--- src/rtl/triangle_face_adjacency_unit_assert.svh ---
// assertion macros for the triangle face adjacency unit
`ifndef TRIANGLE_FACE_ADJACENCY_UNIT_ASSERT_SVH
`define TRIANGLE_FACE_ADJACENCY_UNIT_ASSERT_SVH
`ifndef SYNTHESIS
`define TFA_ASSERT_IMP(lbl, clk, rstn, ante, cons) \
  lbl: assert property (@(posedge clk) disable iff (!rstn) (ante) |-> (cons)) \
    else $error("tfa assertion failed");
`define TFA_ASSERT_NXT(lbl, clk, rstn, ante, cons) \
  lbl: assert property (@(posedge clk) disable iff (!rstn) (ante) |=> (cons)) \
    else $error("tfa assertion failed");
`else
`define TFA_ASSERT_IMP(lbl, clk, rstn, ante, cons)
`define TFA_ASSERT_NXT(lbl, clk, rstn, ante, cons)
`endif
`endif

--- src/rtl/tfa_pkg.sv ---
`timescale 1ns / 1ps
`default_nettype none
package tfa_pkg;

  localparam int MAX_FACES_DEF = 1024;
  localparam int IDX_W = 10;
  localparam int VTX_W = 16;
  localparam int CNT_W = 11;
  localparam int TRI_W = 3 * VTX_W;

  localparam logic MODE_WRITE = 1'b0;
  localparam logic MODE_QUERY = 1'b1;

  typedef enum logic [1:0] {
    ST_IDLE,
    ST_LOAD,
    ST_SCAN,
    ST_DONE
  } state_e;

  typedef struct packed {
    logic write;
    logic query_start;
    logic load;
    logic scan;
  } cmd_t;

  typedef struct packed {
    logic in_range;
    logic limit_zero;
    logic scan_last;
  } stat_t;

endpackage
`default_nettype wire

--- src/rtl/tfa_ctrl.sv ---
`timescale 1ns / 1ps
`default_nettype none
module tfa_ctrl (
  input  wire logic          clk_i,
  input  wire logic          rst_ni,
  input  wire logic          start_i,
  input  wire logic          mode_i,
  input  wire tfa_pkg::stat_t stat_i,
  output tfa_pkg::cmd_t      cmd_o,
  output logic               busy_o,
  output logic               done_o
);

  tfa_pkg::state_e state_q, state_d;

  always_ff @(posedge clk_i or negedge rst_ni) begin
    if (!rst_ni) begin
      state_q <= tfa_pkg::ST_IDLE;
    end else begin
      state_q <= state_d;
    end
  end

  always_comb begin
    state_d = state_q;
    case (state_q)
      tfa_pkg::ST_IDLE: begin
        if (start_i && (mode_i == tfa_pkg::MODE_QUERY)) begin
          // a slot outside the table reports straight away
          state_d = stat_i.in_range ? tfa_pkg::ST_LOAD : tfa_pkg::ST_DONE;
        end
      end
      tfa_pkg::ST_LOAD: begin
        state_d = stat_i.limit_zero ? tfa_pkg::ST_DONE : tfa_pkg::ST_SCAN;
      end
      tfa_pkg::ST_SCAN: begin
        if (stat_i.scan_last) begin
          state_d = tfa_pkg::ST_DONE;
        end
      end
      tfa_pkg::ST_DONE: begin
        state_d = tfa_pkg::ST_IDLE;
      end
      default: begin
        state_d = tfa_pkg::ST_IDLE;
      end
    endcase
  end

  always_comb begin
    cmd_o = '0;
    busy_o = 1'b1;
    done_o = 1'b0;
    case (state_q)
      tfa_pkg::ST_IDLE: begin
        busy_o = 1'b0;
        cmd_o.write = start_i && (mode_i == tfa_pkg::MODE_WRITE);
        cmd_o.query_start = start_i && (mode_i == tfa_pkg::MODE_QUERY);
      end
      tfa_pkg::ST_LOAD: begin
        cmd_o.load = 1'b1;
      end
      tfa_pkg::ST_SCAN: begin
        cmd_o.scan = 1'b1;
      end
      tfa_pkg::ST_DONE: begin
        done_o = 1'b1;
      end
      default: begin
        busy_o = 1'b1;
      end
    endcase
  end

endmodule
`default_nettype wire

--- config.mk ---
export PLATFORM = sky130hd
export DESIGN_NAME = tfa_ctrl
export DESIGN_NICKNAME = d
export VERILOG_FILES = /design/src/rtl/triangle_face_adjacency_unit_assert.svh /design/src/rtl/tfa_pkg.sv /design/src/rtl/tfa_ctrl.sv
export SDC_FILE = /design/constraint.sdc
export NUM_CORES = 1
export LEC_CHECK = 0
export BUFFER_PORTS_ARGS = -buffer_cell sky130_fd_sc_hd__buf_2
export CORE_AREA = 2 2 39 41
export CTS_BUF_LIST = sky130_fd_sc_hd__clkbuf_4
export CTS_CLUSTER_SIZE = 25
export DETAILED_ROUTE_END_ITERATION = 16
export DIE_AREA = 0 0 41 43
export GPL_ROUTABILITY_DRIVEN = 0
export PLACE_DENSITY = 0.39
export SYNTH_ARGS = -nofsm -noshare
export SYNTH_HDL_FRONTEND = slang
export SYNTH_SLANG_ARGS = --single-unit
--- constraint.sdc ---
create_clock -name clk_i -period 3 [get_ports clk_i]
set_input_delay 0.9 -clock clk_i [delete_from_list [all_inputs] [get_ports clk_i]]
set_output_delay 0.9 -clock clk_i [all_outputs]
set_load 0.05 [all_outputs]
# After elaboration in Yosys (flattened, before gate mapping)
# Cells that the tools add are included.
# W data, S select, Z words.
word_totals:
  ff_bits: 2
  inputBits: 7
  out_inout_bits: 6
  elab_cells: 21
op_classes:
  n_eq_ne: 5
  mux: 10
  bitwise: 1
  reduce_logical: 4
op_table:
  columns: ["cell", "n"]
  rows:
  - ["$mux W2", 4]
  - ["$pmux W2 S4", 1]
  - ["$mux W1", 5]
  - ["$eq A2 B2 Y1 const B", 2]
  - ["$ne A2 B2 Y1 const B", 2]
  - ["$eq A2 B1 Y1 const B", 1]
  - ["$logic_and A1 B1 Y1", 2]
  - ["$logic_not A2 Y1", 1]
  - ["$reduce_and A2 Y1", 1]
  - ["$not A1 Y1", 1]

# Depth between registers and ports, before layout
# Gate-level depths: netlist (run 1).
logic_depth:
  word_depth: 3
  depth_mapped: 5
  ltp_nobuf: 5

# Worst setup path after synthesis (run 1)
# No wires, ideal clock.
synth_path:
  kind: "input -> output"
  from: "input port start_i"
  to: "output port cmd_o[3] (netlist bit)"
  arrival_ns: 1.590
  required_time_ns: 2.100
  path_slack_ns: 0.510
  stages: 2
  path_buffers: 0
  path_cell_list: "nand2_1 nor2_1"
synth_lines:
  columns: ["item", "line_no", "text"]
  rows:
  - ["start, declared", "tfa_ctrl.sv:6", "input wire logic start_i,"]
  - ["end, declared", "tfa_ctrl.sv:9", "output tfa_pkg::cmd_t cmd_o,"]

==> metrics, run 1 <==
status complete, no violations; share of cells above drive strength 1 a little over half; fill count approximately 170; ys flop type dfrtp_1; EDFF count, synth 0; fraction of registers with async set/reset 100%; Final Max Tran Viols 0; Crit Path Class flip-flop to primary output; Num CTS Buffers 3; top cells by area, synth dfrtp_1 24%, ha_1 24%, a41oi_2 7.7%; Resized cells post-CTS 0; fin crit period approximately 2.4 ns; hold crit path type primary input to asynchronous set/reset pin; clk_skew between 0.001 and 0.0015 ns; Fin Setup TNS 0 ns; fmax roughly 420 MHz; syn avg cell area 9.55 sq um; Crit. End Element primary output; Worst Setup Start Kind flip-flop; Die Wd slightly above 40 um; cells after synthesis 22; crit-path max FO 6; Nets 50; Syn. warnings 0; Clock Pin Slew Worst Setup and Hold Paths 0.03 ns; CTS max path bufs 2; FP Rows 14; Die H 43 um; vias per cell between 3 and 4; area grow syn2layout 48.8%; total wire length 439 um; all-layer global routing usage under 10%; dominant cell type by area after synthesis dfrtp_1; most frequent cells after synthesis 4 x ha_1, 2 x dfrtp_1, 2 x inv_1, 2 x nand2_1; critical path arrival about 1.5 ns; reg2reg setup slack 1.66 ns; PortBufs 12; Detail Route Antenna Nets 0; Ant. Diodes 0; Die Area ~0.0018 sq mm; period utilization 79.0%; drt drc 0; largest net degree at the start of global routing 7; postcts setup bufs 0; share of the synthesized area in the top cell type a little under a quarter; Worst Reg-to-Reg Cells 5; Rel. slew slack 83.2%; First-pass DRT Iterations 1; syn nets 33; CTS tree built; drt wl/cell approximately 8.3 um; first-pass GRT wire length 786 um; MaxCap Viol Count 0; number of global-route vias before repair roughly 210; post-cts hold buffer count 0; post-synthesis register bit count 2; Reg-to-Reg End state_q[1]; top-count cell post-synth ha_1; # IOs 13; final hold vios 0; initial antenna violation count 0; CTS HTree Levels 1; clk_lat worst skew about 0.22 ns; Cell Area, Synth around 210 sq um; Largest register FFs 2; Starting Density 15.2%; Root Driver clkbuf_4; FF-to-FF Start state_q[0]; Worst-Margin Slew approximately 0.25 ns; DR iter-0 viols 0; RSZ-0062 raised after global routing no; data required time at the worst endpoint 2.10 ns; Top Registers state_q: 2 flops; global route overflow 0; final setup fails 0; core area roughly 0.0014 sq mm; post-synth cell types 16; register area share after synthesis a little under a quarter; Detail Placement HPWL approximately 350 um; via count around 200; Reg with most FFs state_q; clock sink total 2
[placed cells by master, fill, tap and decap left out]
cell type	instances
a21boi_2	1
a21oi_1	1
a41oi_2	1
and3_1	1
buf_2	12
clkbuf_4	3
dfrtp_1	2
ha_1	4
inv_1	2
inv_2	1
mux2i_1	1
nand2_1	2
nand2_2	1
nand2b_4	1
nor2_1	1
nor2b_1	1
nor3_1	1
o21a_1	1
[cells by family (layout without fill, tap and decap cells)]
kind of cell | count (synthesis) | in the layout | synth area share [%]
buf+inv | 3 | 18 | 5.36
mux | 1 | 1 | 4.76
simple gates | 8 | 8 | 23.2
fa+ha+maj | 4 | 4 | 23.8
compound gates | 4 | 4 | 19.0
flops | 2 | 2 | 23.8
[worst max-delay path by stage]
| stage | cells past startpoint | endpoint | slack, ns | start |
|---|---|---|---|---|
| 2_1_floorplan | 2 | cmd_o[3] | 0.51 | start_i |
| 3_5_place_dp | 3 | cmd_o[2] | 0.71 | start_i |
| 6_report | 4 | cmd_o[2] | 0.63 | state_q[0] |
| 5_1_grt | 5 | cmd_o[3] | 0.46 | state_q[0] |
| 4_1_cts | 4 | cmd_o[2] | 0.60 | state_q[0] |
| 3_3_place_gp | 3 | cmd_o[2] | 0.72 | start_i |
[final cells by class]
type,count,area [sq um],area share (%)
Tap cell,16,20.0,6.40
Timing Repair Buffer,12,60.1,19.2
Clock buffer,3,22.5,7.20
Inverter,3,11.3,3.60
Sequential cell,2,50.0,16.0
Multi-Input combinational cell,17,149,47.6
[stage by stage]
step | cells | area [sq um] | utilization [%] | hold slack, ns | worst slack, ns
2_1_floorplan | 22 | 210 | - | 0.573 | 0.510
3_3_place_gp | 50 | 290 | 21.0 | 0.620 | 0.718
3_5_place_dp | 50 | 290 | 21.0 | 0.643 | 0.712
4_1_cts | 53 | 313 | 22.6 | 0.444 | 0.602
5_1_grt | 53 | 313 | 22.6 | 0.438 | 0.460
6_report | 53 | 313 | 22.6 | 0.455 | 0.631
[metal layers]
layer	wire, um	global-route usage [%]	share of wire, %
met5	0	0	0
met4	0	8.00	0
met3	53	1.57	12
met2	188	8.44	43
met1	197	9.03	45
[critical path, stage by stage (launching register included)]
cell and delay (ns):
dfrtp_1 0.43, inv_1 0.11, ha_1 0.27, and3_1 0.18, buf_2 0.25
Power of run 1 is not shown: default switching activity piles up to over one toggle a cycle in this logic, so the estimate is an artifact.
==> inputs of run 2 (changes only) <==
ABC_AREA = 1   (was default)
PLACE_DENSITY = 0.38   (was 0.39)
clock period = 2 ns   (was 3 ns; I/O delays follow)
==> run 2 against run 1 <==
Sequential share of layout area shrank 0.56 points. Design area grew 3.6%. Wire length rose by 2.7%. Clock skew is 0.0010 ns lower. Area after synthesis fell by 9.5%. Clock-buffer cell count unchanged.
==> metrics, run 2 <==
Detail Placement HPWL 374 um (was 349 um); Crit Path Class flip-flop to primary output (unchanged); most frequent cells in the layout 10 x nand2_1, 9 x buf_2, 5 x inv_1, 5 x clkbuf_4, 3 x ha_1 (was 12 x buf_2, 4 x ha_1, 3 x clkbuf_4); most common cell after layout, fill and taps aside nand2_1 (was buf_2); end-of-flow core utilization 23.4% (was 22.6%); first-pass GRT wire length 676 um (was 786 um); CP max stage delay 0.41 ns (was 0.43 ns); via count 211 (was 195); post-cts hold buffer count 0 (unchanged); # IOs 13 (unchanged); MaxCap Viol Count 0 (unchanged); period utilization 94.5%; area post-placement 288 sq um (was 290 sq um); Critical Path Most Common Cell inv_1; worst setup path endpoint cmd_o[2] (unchanged); Clock Pin Slew Worst Setup and Hold Paths 0.03 ns (about the same); First-pass DRT Iterations 1 (unchanged); Die Area 0.00176 sq mm (unchanged); clk_lat worst skew 0.22 ns (about the same); CTS tree built (unchanged); Starting Density 13.7% (was 15.2%); post-synth cell types 9 (was 16); global route overflow 0 (unchanged); register area share after synthesis 26.3% (was 23.8%); share of cells above drive strength 1 45.5% (was 54.1%); Worst Setup Start Kind flip-flop (unchanged); status complete, no violations (unchanged); post-synthesis register bit count 2 (unchanged); share of the synthesized area in the top cell type 26.3% (was 23.8%); CTS HTree Levels 1 (unchanged); RSZ-0062 raised after global routing no (unchanged); Cell Area, Synth 190 sq um (was 210 sq um); final setup fails 0 (unchanged); Critical path origin state_q[1] (was state_q[0]); top cells by area, synth dfrtp_1 26%, ha_1 26%, nand2_1 20% (was dfrtp_1 24%, ha_1 24%, a41oi_2 7.7%); drt drc 0 (unchanged); ys flop type dfrtp_1 (unchanged); Nets 57 (was 50); hold crit path type primary input to asynchronous set/reset pin (unchanged); FP Rows 14 (unchanged); final hold vios 0 (unchanged); Reg with most FFs state_q (unchanged); most frequent cells after synthesis 10 x nand2_1, 5 x inv_1, 4 x ha_1 (was 4 x ha_1, 2 x dfrtp_1, 2 x inv_1, 2 x nand2_1); drt wl/cell 7.52 um (was 8.28 um); Rel. slew slack 83.1% (was 83.2%); clk_skew 0.000212 ns (was 0.00124 ns); Die Wd 41 um (unchanged); fraction of registers with async set/reset 100% (unchanged); Largest register FFs 2 (unchanged); data required time at the worst endpoint 1.40 ns (was 2.10 ns); critical path arrival 1.29 ns (was 1.47 ns); Root Driver clkbuf_4 (unchanged); initial antenna violation count 0 (unchanged); Worst-Margin Slew 0.256 ns (was 0.253 ns); core area 0.00138 sq mm (unchanged); Ant. Diodes 0 (unchanged); postcts setup bufs 0 (unchanged); fin crit period ~1.9 ns; Fin Setup TNS 0 ns (unchanged); Final Max Tran Viols 0 (unchanged); top-count cell post-synth nand2_1 (was ha_1); DR iter-0 viols 0 (unchanged); fmax 529 MHz; Critical path buffers and inverters 3 (was 2); Top Registers state_q: 2 flops (unchanged); number of global-route vias before repair 186 (was 207); Crit path depth 5 (was 4); Die H 43 um (unchanged); crit-path max FO 5 (was 6); EDFF count, synth 0 (unchanged); worst-path cell with the longest stage delay dfrtp_1 (unchanged); total wire length 451 um (was 439 um); all-layer global routing usage 6.13% (was 7.04%); Crit path max-delay family flip-flops (unchanged); FF-to-FF Start state_q[1] (was state_q[0]); post-route cell area 324 sq um (was 313 sq um); CTS max path bufs 2 (unchanged); syn avg cell area 6.79 sq um (was 9.55 sq um); dominant cell type by area after synthesis dfrtp_1 (unchanged); critical-path cell list inv_1 > ha_2 > inv_1 > nor2_4 > buf_6 (was inv_1 > ha_1 > and3_1 > buf_2); Detail Route Antenna Nets 0 (unchanged); Crit. End Element primary output (unchanged); Reg-to-Reg End state_q[1] (unchanged); Num CTS Buffers 3 (unchanged); reg2reg setup slack 0.83 ns (was 1.66 ns); largest net degree at the start of global routing 6 (was 7); syn nets 39 (was 33); cells after synthesis 28 (was 22); Syn. warnings 0 (unchanged); area grow syn2layout 70.4% (was 48.8%); PortBufs 12 (unchanged); Worst Reg-to-Reg Cells 4 (was 5); vias per cell 3.52 (was 3.68); clock sink total 2 (unchanged)
## run 2: cell count changes after synthesis, sizes merged, moves of 2 or more
cell,before,now
inv,3,5
nand2,3,11
o21ai,0,2
nand3,0,2
## run 2: timing repair
action                                  4_1_cts  5_1_grt
pin swaps                                     0        0
gates resized for setup                       1        4
endpoints found under the setup margin        1        3
## run 2: final cells by class
type                       instances  area (sq um)
timing repair buffer              13          78.8
fill                             163          1060
inverter                           5          18.8
multi-input combinational         21           134
tap                               16          20.0
sequential                         2          50.0
clock buffer                       3          22.5
## run 2: cells by family after synthesis
| family | count (synthesis) | share of synthesized area (%) |
|---|---|---|
| buf+inv | 5 | 9.87 |
| compound gates | 2 | 5.26 |
| flops | 2 | 26.3 |
| simple gates | 15 | 32.2 |
| fa+ha+maj | 4 | 26.3 |
## run 2: how the worst min path moves through the flow
stage | start | end | cells past startpoint
2_1_floorplan | rst_ni | state_q[0] | 0
3_3_place_gp | rst_ni | state_q[0] | 1
3_5_place_dp | rst_ni | state_q[0] | 1
4_1_cts | rst_ni | state_q[0] | 1
5_1_grt | rst_ni | state_q[0] | 1
6_report | rst_ni | state_q[1] | 1
## run 2: per-layer routing
| metal | track usage (%) | wire length, um | vias up |
|---|---|---|---|
| met5 | 0 | 0 | - |
| met4 | 8.00 | 0 | 0 |
| met3 | 0.524 | 68 | 0 |
| met2 | 8.44 | 187 | 11 |
| met1 | 6.77 | 195 | 83 |
| li1 | - | - | 117 |
## run 2: worst register-to-register path, delay by kind of cell, from the launching register on
family	cells	cell delay [ns]
flops	1	0.41
buf+inv	1	0.09
fa+ha+maj	1	0.26
compound gates	2	0.28
## run 2: through the flow
step	hold WS (ns)	worst slack, ns	std cells
after floorplan	0.304	0.0766	28
after detailed placement	0.388	0.214	57
after global routing	0.145	0.00737	60
after global placement	0.387	0.241	57
after CTS	0.147	0.0289	60
final	0.156	0.110	60
Power of run 2 is left out for the same reason.
